**config.mk**
```make
export PLATFORM = sky130hd
export DESIGN_NAME = round_robin_task_scheduler
export DESIGN_NICKNAME = d
export VERILOG_FILES = /design/src/rrts_pkg.sv /design/src/rrts_dpath.sv /design/src/rrts_ctrl.sv /design/src/round_robin_task_scheduler.sv
export SDC_FILE = /design/constraint.sdc
export NUM_CORES = 1
export LEC_CHECK = 0
export ABC_AREA = 1
export BUFFER_PORTS_ARGS = -buffer_cell sky130_fd_sc_hd__buf_2
export CAP_MARGIN = 20
export CELL_PAD_IN_SITES_DETAIL_PLACEMENT = 0
export CELL_PAD_IN_SITES_GLOBAL_PLACEMENT = 1
export CORE_MARGIN = 3
export CORE_UTILIZATION = 42
export DETAILED_ROUTE_END_ITERATION = 10
export GPL_TIMING_DRIVEN = 0
export PLACE_DENSITY = 0.74
export SLEW_MARGIN = 30
export SYNTH_ARGS = -nofsm -noshare
export SYNTH_HDL_FRONTEND = slang
export SYNTH_SLANG_ARGS = --single-unit
export TNS_END_PERCENT = 1
```
**constraint.sdc**
```tcl
create_clock -name clk -period 3.22 [get_ports clk]
set_clock_uncertainty 0.2 [all_clocks]
set_input_delay 0.322 -clock clk [delete_from_list [all_inputs] [get_ports clk]]
set_output_delay 0.322 -clock clk [all_outputs]
set_load 0.1 [all_outputs]
```
**src/rrts_pkg.sv**
```systemverilog
// Shared types and constants for the round-robin task scheduler.
// No dependencies; every other file in src imports this package.
package rrts_pkg;

    localparam int NUM_TASKS = 8;
    localparam int IDX_W     = (NUM_TASKS > 1) ? $clog2(NUM_TASKS) : 1;
    localparam int CNT_W     = $clog2(NUM_TASKS + 1);
    localparam int MASK_W    = (NUM_TASKS < 8) ? NUM_TASKS : 8;
    localparam int CMD_W     = 2;
    localparam int TICK_W    = 32;
    localparam int TASK_W    = 3;

    localparam logic [IDX_W-1:0] LAST_IDX = IDX_W'(NUM_TASKS - 1);
    localparam logic [IDX_W-1:0] FIRST_IDX = IDX_W'(1);

    typedef enum logic [CMD_W-1:0] {
        CMD_TICK   = 2'd0,
        CMD_DELAY  = 2'd1,
        CMD_SWITCH = 2'd2,
        CMD_CREATE = 2'd3
    } cmd_t;

    typedef enum logic [1:0] {
        SLOT_UNUSED  = 2'd0,
        SLOT_READY   = 2'd1,
        SLOT_BLOCKED = 2'd2
    } slot_t;

    typedef enum logic [2:0] {
        ST_IDLE,
        ST_EXEC,
        ST_WAKE,
        ST_SEARCH,
        ST_DONE
    } state_t;

    typedef struct packed {
        logic             latch;
        logic             exec;
        logic             wake;
        logic             search;
        logic             load;
        logic [IDX_W-1:0] cnt;
    } ctrl_cmd_t;

    typedef struct packed {
        cmd_t cmd;
        logic run_idle;
        logic found;
    } dp_status_t;

endpackage

```
**src/rrts_dpath.sv**
```systemverilog
// Datapath of the task scheduler: slot table, wake times, tick count and result register.
// Depends on rrts_pkg; driven by rrts_ctrl through ctrl_cmd_t.
module rrts_dpath (
    input  logic                          clk,
    input  logic                          rst_n,
    input  rrts_pkg::ctrl_cmd_t           ctl,
    output rrts_pkg::dp_status_t          sts,
    input  logic [rrts_pkg::CMD_W-1:0]    cmd,
    input  logic [rrts_pkg::TICK_W-1:0]   delay_ticks,
    output logic [rrts_pkg::TASK_W-1:0]   running_task,
    output logic                          status,
    output logic [7:0]                    ready_mask,
    output logic [rrts_pkg::TICK_W-1:0]   tick_now
);
    import rrts_pkg::*;

    slot_t             slot_state_reg [NUM_TASKS];
    slot_t             slot_state_next[NUM_TASKS];
    logic [TICK_W-1:0] wake_time_reg  [NUM_TASKS];
    logic [TICK_W-1:0] wake_time_next [NUM_TASKS];
    logic [TICK_W-1:0] tick_reg, tick_next;
    logic [IDX_W-1:0]  run_reg, run_next;
    logic [CNT_W-1:0]  used_reg, used_next;
    cmd_t              cmd_reg, cmd_next;
    logic [TICK_W-1:0] dly_reg, dly_next;
    logic              status_reg, status_next;
    logic [TASK_W-1:0] task_out_reg;
    logic              status_out_reg;
    logic [7:0]        mask_out_reg, mask_out_next;
    logic [TICK_W-1:0] tick_out_reg;
    logic [IDX_W:0]    cursor_sum;
    logic [IDX_W-1:0]  cursor;
    logic              found;

    always_comb
    begin
        cursor_sum = {1'b0, run_reg} + (IDX_W + 1)'(1) + {1'b0, ctl.cnt};
        if (cursor_sum >= (IDX_W + 1)'(NUM_TASKS))
        begin
            cursor = IDX_W'(cursor_sum - (IDX_W + 1)'(NUM_TASKS));
        end
        else
        begin
            cursor = IDX_W'(cursor_sum);
        end
        found = (cursor != '0) && (slot_state_reg[cursor] == SLOT_READY);
    end

    always_comb
    begin
        sts.cmd      = cmd_reg;
        sts.run_idle = (run_reg == '0);
        sts.found    = found;
    end

    always_comb
    begin
        slot_state_next = slot_state_reg;
        wake_time_next  = wake_time_reg;
        tick_next       = tick_reg;
        run_next        = run_reg;
        used_next       = used_reg;
        cmd_next        = cmd_reg;
        dly_next        = dly_reg;
        status_next     = status_reg;

        if (ctl.latch)
        begin
            cmd_next = cmd_t'(cmd);
            dly_next = delay_ticks;
        end

        if (ctl.exec)
        begin
            status_next = 1'b0;
            case (cmd_reg)
                CMD_TICK:
                begin
                    tick_next = tick_reg + TICK_W'(1);
                end
                CMD_DELAY:
                begin
                    if (run_reg != '0)
                    begin
                        wake_time_next[run_reg]  = tick_reg + dly_reg;
                        slot_state_next[run_reg] = SLOT_BLOCKED;
                    end
                end
                CMD_SWITCH:
                begin
                end
                CMD_CREATE:
                begin
                    if (used_reg < CNT_W'(NUM_TASKS))
                    begin
                        slot_state_next[used_reg[IDX_W-1:0]] = SLOT_READY;
                        used_next = used_reg + CNT_W'(1);
                    end
                    else
                    begin
                        status_next = 1'b1;
                    end
                end
                default:
                begin
                end
            endcase
        end

        if (ctl.wake)
        begin
            if ((slot_state_reg[ctl.cnt] != SLOT_READY) &&
                (wake_time_reg[ctl.cnt] == tick_reg))
            begin
                slot_state_next[ctl.cnt] = SLOT_READY;
            end
        end

        if (ctl.search)
        begin
            if (found)
            begin
                run_next = cursor;
            end
            else if (ctl.cnt == LAST_IDX)
            begin
                run_next = '0;
            end
        end
    end

    always_comb
    begin
        mask_out_next = '0;
        for (int i = 0; i < MASK_W; i++)
        begin
            mask_out_next[i] = (slot_state_reg[i] == SLOT_READY);
        end
    end

    always_ff @(posedge clk or negedge rst_n)
    begin
        if (!rst_n)
        begin
            for (int i = 0; i < NUM_TASKS; i++)
            begin
                slot_state_reg[i] <= SLOT_UNUSED;
                wake_time_reg[i]  <= '0;
            end
            tick_reg <= '0;
            run_reg  <= FIRST_IDX;
            used_reg <= '0;
        end
        else
        begin
            slot_state_reg <= slot_state_next;
            wake_time_reg  <= wake_time_next;
            tick_reg       <= tick_next;
            run_reg        <= run_next;
            used_reg       <= used_next;
        end
    end

    always_ff @(posedge clk)
    begin
        cmd_reg    <= cmd_next;
        dly_reg    <= dly_next;
        status_reg <= status_next;
        if (ctl.load)
        begin
            task_out_reg   <= TASK_W'(run_reg);
            status_out_reg <= status_reg;
            mask_out_reg   <= mask_out_next;
            tick_out_reg   <= tick_reg;
        end
    end

    assign running_task = task_out_reg;
    assign status       = status_out_reg;
    assign ready_mask   = mask_out_reg;
    assign tick_now     = tick_out_reg;

endmodule

```
**src/rrts_ctrl.sv**
```systemverilog
// Controller state machine of the task scheduler: sequences execute, wake scan and search.
// Depends on rrts_pkg; drives rrts_dpath through ctrl_cmd_t.
module rrts_ctrl (
    input  logic                 clk,
    input  logic                 rst_n,
    input  logic                 in_valid,
    output logic                 in_stall,
    output logic                 out_valid,
    input  logic                 out_stall,
    input  rrts_pkg::dp_status_t sts,
    output rrts_pkg::ctrl_cmd_t  ctl
);
    import rrts_pkg::*;

    state_t           state_reg, state_next;
    logic [IDX_W-1:0] cnt_reg, cnt_next;
    logic             out_valid_reg, out_valid_next;
    logic             load;

    assign load = (state_reg == ST_DONE) && (!out_valid_reg || !out_stall);

    always_comb
    begin
        state_next     = state_reg;
        cnt_next       = cnt_reg;
        out_valid_next = out_valid_reg;

        if (out_valid_reg && !out_stall)
        begin
            out_valid_next = 1'b0;
        end

        case (state_reg)
            ST_IDLE:
            begin
                if (in_valid)
                begin
                    state_next = ST_EXEC;
                end
            end
            ST_EXEC:
            begin
                case (sts.cmd)
                    CMD_TICK:
                    begin
                        state_next = ST_WAKE;
                        cnt_next   = FIRST_IDX;
                    end
                    CMD_DELAY:
                    begin
                        state_next = sts.run_idle ? ST_DONE : ST_SEARCH;
                        cnt_next   = '0;
                    end
                    CMD_SWITCH:
                    begin
                        state_next = ST_SEARCH;
                        cnt_next   = '0;
                    end
                    default:
                    begin
                        state_next = ST_DONE;
                    end
                endcase
            end
            ST_WAKE:
            begin
                if (cnt_reg == LAST_IDX)
                begin
                    state_next = ST_SEARCH;
                    cnt_next   = '0;
                end
                else
                begin
                    cnt_next = cnt_reg + IDX_W'(1);
                end
            end
            ST_SEARCH:
            begin
                if (sts.found || (cnt_reg == LAST_IDX))
                begin
                    state_next = ST_DONE;
                end
                else
                begin
                    cnt_next = cnt_reg + IDX_W'(1);
                end
            end
            ST_DONE:
            begin
                if (load)
                begin
                    state_next     = ST_IDLE;
                    out_valid_next = 1'b1;
                end
            end
            default:
            begin
                state_next = ST_IDLE;
            end
        endcase
    end

    always_comb
    begin
        in_stall   = (state_reg != ST_IDLE);
        out_valid  = out_valid_reg;
        ctl.latch  = (state_reg == ST_IDLE) && in_valid;
        ctl.exec   = (state_reg == ST_EXEC);
        ctl.wake   = (state_reg == ST_WAKE);
        ctl.search = (state_reg == ST_SEARCH);
        ctl.load   = load;
        ctl.cnt    = cnt_reg;
    end

    always_ff @(posedge clk or negedge rst_n)
    begin
        if (!rst_n)
        begin
            state_reg     <= ST_IDLE;
            cnt_reg       <= '0;
            out_valid_reg <= 1'b0;
        end
        else
        begin
            state_reg     <= state_next;
            cnt_reg       <= cnt_next;
            out_valid_reg <= out_valid_next;
        end
    end

endmodule

```
**src/round_robin_task_scheduler.sv**
```systemverilog
// Top level of the round-robin task scheduler; joins rrts_ctrl and rrts_dpath.
// Depends on rrts_pkg, rrts_ctrl and rrts_dpath.
// One request at a time. A tick executes, then scans slots 1 to NUM_TASKS - 1 for wake-ups, then
// searches round robin, visiting k slots (1 to NUM_TASKS), one per cycle, before the result is loaded.
// A delay or switch executes and then searches; a create or a delay while idle only executes.
// The next request can be accepted in the cycle after the result is loaded, even if it waits.
// Reset clears all slots and wake times, the tick count and the result valid; slot 1 runs.
module round_robin_task_scheduler (
    input  logic                          clk,
    input  logic                          rst_n,
    input  logic                          in_valid,
    output logic                          in_stall,
    input  logic [rrts_pkg::CMD_W-1:0]    cmd,
    input  logic [rrts_pkg::TICK_W-1:0]   delay_ticks,
    output logic                          out_valid,
    input  logic                          out_stall,
    output logic [rrts_pkg::TASK_W-1:0]   running_task,
    output logic                          status,
    output logic [7:0]                    ready_mask,
    output logic [rrts_pkg::TICK_W-1:0]   tick_now
);
    import rrts_pkg::*;

    ctrl_cmd_t  ctl;
    dp_status_t sts;

    rrts_ctrl u_ctrl (
        .clk       (clk),
        .rst_n     (rst_n),
        .in_valid  (in_valid),
        .in_stall  (in_stall),
        .out_valid (out_valid),
        .out_stall (out_stall),
        .sts       (sts),
        .ctl       (ctl)
    );

    rrts_dpath u_dpath (
        .clk          (clk),
        .rst_n        (rst_n),
        .ctl          (ctl),
        .sts          (sts),
        .cmd          (cmd),
        .delay_ticks  (delay_ticks),
        .running_task (running_task),
        .status       (status),
        .ready_mask   (ready_mask),
        .tick_now     (tick_now)
    );

endmodule

```
---- Yosys cells after proc, flatten, opt, wreduce, memory -nomap -nowiden ----
Cells that the tools add are included.
Widths: inputs -> output; s select.
storage, ports and cells
  word-level logic and storage cells ...... 152
  register bits after elaboration ......... 397
  output and inout port bits .............. 46
cells by class
  muxes and demuxes ....................... 42
  eq/ne operators ......................... 25
  bitwise gates (word level) .............. 13
  reductions and logical operators ........ 27
  add/sub/neg operators ................... 7
  order comparisons ....................... 9
operators by type and width
  cell                   number
  $bwmux 256             1
  $bmux 32 s3            1
  $demux 32 s3           1
  $mux 32                3
  $mux 16                5
  $add 32x1->32 const B  1
  $add 32x32->32         1
  $eq 32x32->1           1
  $pmux 16 s2            1
  $mux 3                 10
  $and 8x8->8            3
  $not 8->8              3
  $or 8x8->8             3
  $eq 2x1->1 const B     10
  $ge 4x4->1 const B     5
  $demux 2 s3            3
  $pmux 3 s3             2
  $not 3->4              4
  $pmux 3 s5             1
  $mux 2                 7
  $bmux 2 s3             2
  $lt 4x1->1 const B     3
  $reduce_bool 3->1      4
  $reduce_and 3->1       3
  24 further kinds       45

---- Longest topological paths before layout ----
  depth in word-level cells ............... 13
  gate-level depth with buffers ........... 20
  depth with buffers taken out ............ 17

---- Modules after synthesis ----
A second synthesis with hierarchy kept.
second synthesis, totals
  cell total of the unflattened synthesis .. 2452
  area, all modules ....................... 19957.9 µm²
modules (own cells, without submodules)
  module      area an instance (µm²)  times used  cells each
  rrts_dpath  19343.6                 1           2358
  rrts_ctrl   614.3                   1           94

---- Least setup slack after synthesis ----
Ideal clock, no wire load.
  path type ............................... register -> register
  start point ............................. register u_ctrl.out_valid_reg, in the netlist u_ctrl.out_valid
  end point ............................... register u_dpath.mask_out_reg[0], in the netlist u_dpath.ready_mask[0], enable pin
  path buffers ............................ 0
  period minus slack after synthesis ...... 3.549 ns
  data arrival time ....................... 2.903 ns
  path slack .............................. -0.329 ns
  cell stages (with the launch flop) ...... 4
  setup time .............................. 0.446 ns
  required time ........................... 2.574 ns
  cells stage by stage .................... dfrtp_1 -> nand2_1 -> inv_1 -> nor2_1
RTL lines
  what                    RTL line           source
  start, declared         rrts_ctrl.sv:17    logic out_valid_reg, out_valid_next;
  start signal, assigned  rrts_ctrl.sv:127   out_valid_reg <= out_valid_next;
  end signal, assigned    rrts_dpath.sv:173  mask_out_reg <= mask_out_next;
  end, declared           rrts_dpath.sv:29   logic [7:0] mask_out_reg, mask_out_next;

---- Final worst setup path ----
  start point ............................. register u_dpath.cmd_reg[1]
  end point ............................... register u_dpath.wake_time_reg[46] in the netlist's numbering
between the ends
  longest elaborated chain between the ends .. 2
ends and longest elaborated chain
  what                        RTL line           source
  start, declared             rrts_dpath.sv:24   cmd_t cmd_reg, cmd_next;
  start signal, assigned      rrts_dpath.sv:166  cmd_reg <= cmd_next;
  $eq 2x1->1                  rrts_dpath.sv:76   case (cmd_reg)
  $reduce_and 3->1 (no line)  --
  end signal, assigned        rrts_dpath.sv:157  wake_time_reg <= wake_time_next;
  end, declared               rrts_dpath.sv:19   logic [TICK_W-1:0] wake_time_reg [NUM_TASKS];
Every way passes these cells.
A chain may end at the register's enable or synchronous reset.

==> results.json <==
{
  "reg2reg_slack_ns": -0.04,
  "fp-row-count": 79,
  "final_common_cell": "nand2_1",
  "hold_viol": 0,
  "rsz0062_at_grt": "true",
  "n_antenna_cell": 0,
  "synth_edf_count": 79,
  "synthCells": 2551,
  "synth-compound-area-share_pct": 9.128,
  "final.min_clock_period_ns": 3.262,
  "synthSimpleGateAreaFrac_pct": 26.95,
  "place_area_um2": 21450,
  "grt_max_degree": 84,
  "drtAntennaViolNets": 0,
  "die_h_um": 224.5,
  "clock-sinks": 397,
  "dr.pass1.iters": 6,
  "yosysSeqAreaShare_pct": 51.52,
  "syn2layout_area_growth_pct": 17.84,
  "track_usage_pct": 30.28,
  "num_vias": 18341,
  "die_width_um": 224.5,
  "r2r-start": "u_dpath.cmd_reg[1]",
  "netlist_area_um2": 20050,
  "avgRoutedWirePerCell_um": 22.61,
  "end_kind": "flop",
  "crit_type": "flop to flop",
  "ioPinCount": 84,
  "outcome": "complete, but fails checks",
  "finalSetupViolations": 9,
  "drcViolationCount": 0,
  "async_reset_ff_share_pct": 80.10,
  "tightestPinTransition_ns": 0.9955,
  "cts_tree": "done",
  "synth_cell_type_count": 40,
  "arrival_ns": 3.49,
  "synthFlopType": "dfrtp_1",
  "largest_reg_flops": 256,
  "fin_ws_ns": -0.04249,
  "muxShareOfSynthArea_pct": 0,
  "crit_chain": "inv_1 -> ha_1 -> nand2_1 -> nor2_2 -> inv_1 -> clkbuf_1 -> clkbuf_1 -> nand2_1 -> o21ai_0",
  "cts-root-buf": "clkbuf_16",
  "core_area_um2": 46850,
  "gp_congestion": 0.9221,
  "hpwlAfterDp_mm": 54.73,
  "finalPower_mw": 19.33,
  "routed_wl_mm": 76.29,
  "drive_gt1_share_pct": 10.05,
  "p_leak_nw": 11.63,
  "grt-ovfl-total": 0,
  "powerDensity_nw_per_um2": 817.9,
  "grt_pass1_wl_mm": 113.1,
  "maxSlewViolCount": 0,
  "crit_cells": 9,
  "yosys.area_share.xor_xnor_pct": 2.315,
  "layout.nets": 2814,
  "grt_antenna_before_repair": 0,
  "grt_pass1_vias": 17679,
  "initial_utilization_pct": 42.80,
  "synth_top_family_by_area": "simple AND/OR/NAND/NOR gates",
  "cp_max_fo": 10,
  "cp_num_buf_inv": 4,
  "cts_made_buffers": 45,
  "relSlewSlack_pct": 33.15,
  "clkLatencyLatePin_ns": 0.58,
  "first_iter_violations": 1675,
  "crit_slowest_cell": "nor2_2",
  "synthAdderAreaFrac_pct": 2.695,
  "hold_slack_ns": 0.01648,
  "worst_setup_path_start_kind": "flop",
  "cpLargestDelayFamily": "simple AND/OR/NAND/NOR gates",
  "die_area_um2": 50400,
  "min_period_over_period_pct": 101.3,
  "syn_area_per_cell_um2": 7.861,
  "layout_common_cells": "nand2_1, dfrtp_1, inv_1, o21ai_0, nand3_1",
  "port_buffers": 83,
  "hold_path.class": "input port to asynchronous set/reset pin",
  "fmax_mhz": 306.5,
  "drv_cap": 0,
  "via_per_inst": 5.436,
  "fin_area_um2": 23630,
  "ir_worst_vdd_uv": 642.1,
  "reg2reg_depth": 9,
  "ctsLongestPathBuffers": 3,
  "crit_path_max_incr_delay_ns": 0.60,
  "violations": "negative setup slack",
  "path_clk_slew_ns": 0.06,
  "synth-seq-cells": 397,
  "ys_warn_count": 0,
  "critPathRequiredTime_ns": 3.44,
  "synthesis.nets": 2631,
  "htree_levels": 2,
  "timing.rr.end": "u_dpath.wake_time_reg[46]",
  "post-place-ws_ns": -0.5564
}
metrics by stage:
stage,util (%),TNS (ns),instances
2_1_floorplan,-,-3.360,2551
3_3_place_gp,45.31,-1571.03,3241
3_5_place_dp,45.78,-40.65,3248
4_1_cts,50.03,-0.6016,3364
5_1_grt,50.44,-5.202,3374
6_report,50.44,-0.2518,3374
final cells by class:
class / count / area (um^2)
fillers: 4653 / 23220
flip-flops and latches: 397 / 10340
multi-input cells: 1779 / 8401
clock buffers: 59 / 1249
repair buffers: 136 / 1041
inverters: 250 / 938.4
well taps: 607 / 759.5
plain buffers: 125 / 648.1
clock inverters: 21 / 259.0
repair_timing:
item	CTS	global route
hold buffers	36	0
gates resized for setup	49	48
endpoints found under the hold margin	270	0
gates cloned	0	0
pin swaps	1	5
endpoints found under the setup margin	137	179
buffers inserted	0	10
worst reg2reg max path, cell delays in order, from the launching register on:
cell      delay [ns]
edfxtp_1        0.43
inv_1           0.12
ha_1            0.34
nand2_1         0.34
nor2_2          0.60
inv_1           0.15
clkbuf_1        0.34
clkbuf_1        0.38
nand2_1         0.13
o21ai_0         0.08
cell usage after synthesis, types with 2 or more instances:
library cell | n | share of area [%]
o21ai_1 | 3 | 0.075
o21a_1 | 3 | 0.11
o21bai_1 | 12 | 0.45
nand2_1 | 928 | 17
dfrtp_1 | 317 | 40
a211oi_1 | 2 | 0.075
o21ai_0 | 234 | 5.8
nand3_1 | 181 | 4.5
a21oi_1 | 55 | 1.4
buf_2 | 18 | 0.45
nor3_1 | 28 | 0.70
o22ai_1 | 11 | 0.34
xnor2_1 | 14 | 0.61
a31oi_1 | 3 | 0.094
nand4_1 | 10 | 0.31
fa_1 | 2 | 0.20
inv_2 | 3 | 0.056
nor2_1 | 170 | 3.2
nor2_4 | 4 | 0.22
nor4_1 | 9 | 0.28
xor2_1 | 39 | 1.7
ha_1 | 40 | 2.5
clkinv_1 | 3 | 0.056
a21boi_0 | 5 | 0.19
inv_1 | 244 | 4.6
nand3b_1 | 3 | 0.11
a21o_1 | 6 | 0.22
edfxtp_1 | 79 | 12
o211ai_1 | 6 | 0.22
or2_2 | 5 | 0.16
buf_4 | 14 | 0.52
clkbuf_1 | 92 | 1.7
layer usage:
| layer | share of wire (%) | track usage [%] |
|---|---|---|
| met5 | 0 | 0 |
| met4 | 5.2 | 14.13 |
| met3 | 7.1 | 4.829 |
| met2 | 46 | 49.08 |
| met1 | 41 | 40.11 |
cells by family (layout without fill, tap and decap cells):
group | Yosys count | count (layout)
buffers and inverters | 375 | 591
adders and majority gates | 42 | 42
xor gates and xnor gates | 53 | 53
and+or+nand+nor | 1341 | 1341
AOI/OAI and AO/OA | 343 | 343
DFF | 397 | 397
where the power goes:
| part | total, mW | internal [mW] | switching [mW] |
|---|---|---|---|
| registers | 6.68 | 6.12 | 0.552 |
| clock network | 5.39 | 3.20 | 2.19 |
| logic | 7.26 | 1.96 | 5.30 |
worst max-delay path by stage:
stage                             start                    endpoint  slack [ns]
CTS                 u_dpath.tick_reg[2]   u_dpath.wake_time_reg[13]       -0.07
floorplan           u_ctrl.state_reg[1]          u_dpath.cmd_reg[0]        -0.1
detailed placement  u_dpath.tick_reg[0]   u_dpath.wake_time_reg[50]       -0.56
finish               u_dpath.cmd_reg[1]   u_dpath.wake_time_reg[46]       -0.04
global route         u_dpath.cmd_reg[1]   u_dpath.wake_time_reg[46]       -0.18
global placement                  rst_n  u_dpath.wake_time_reg[155]       -4.82
Power figures use the tool's default switching activity.
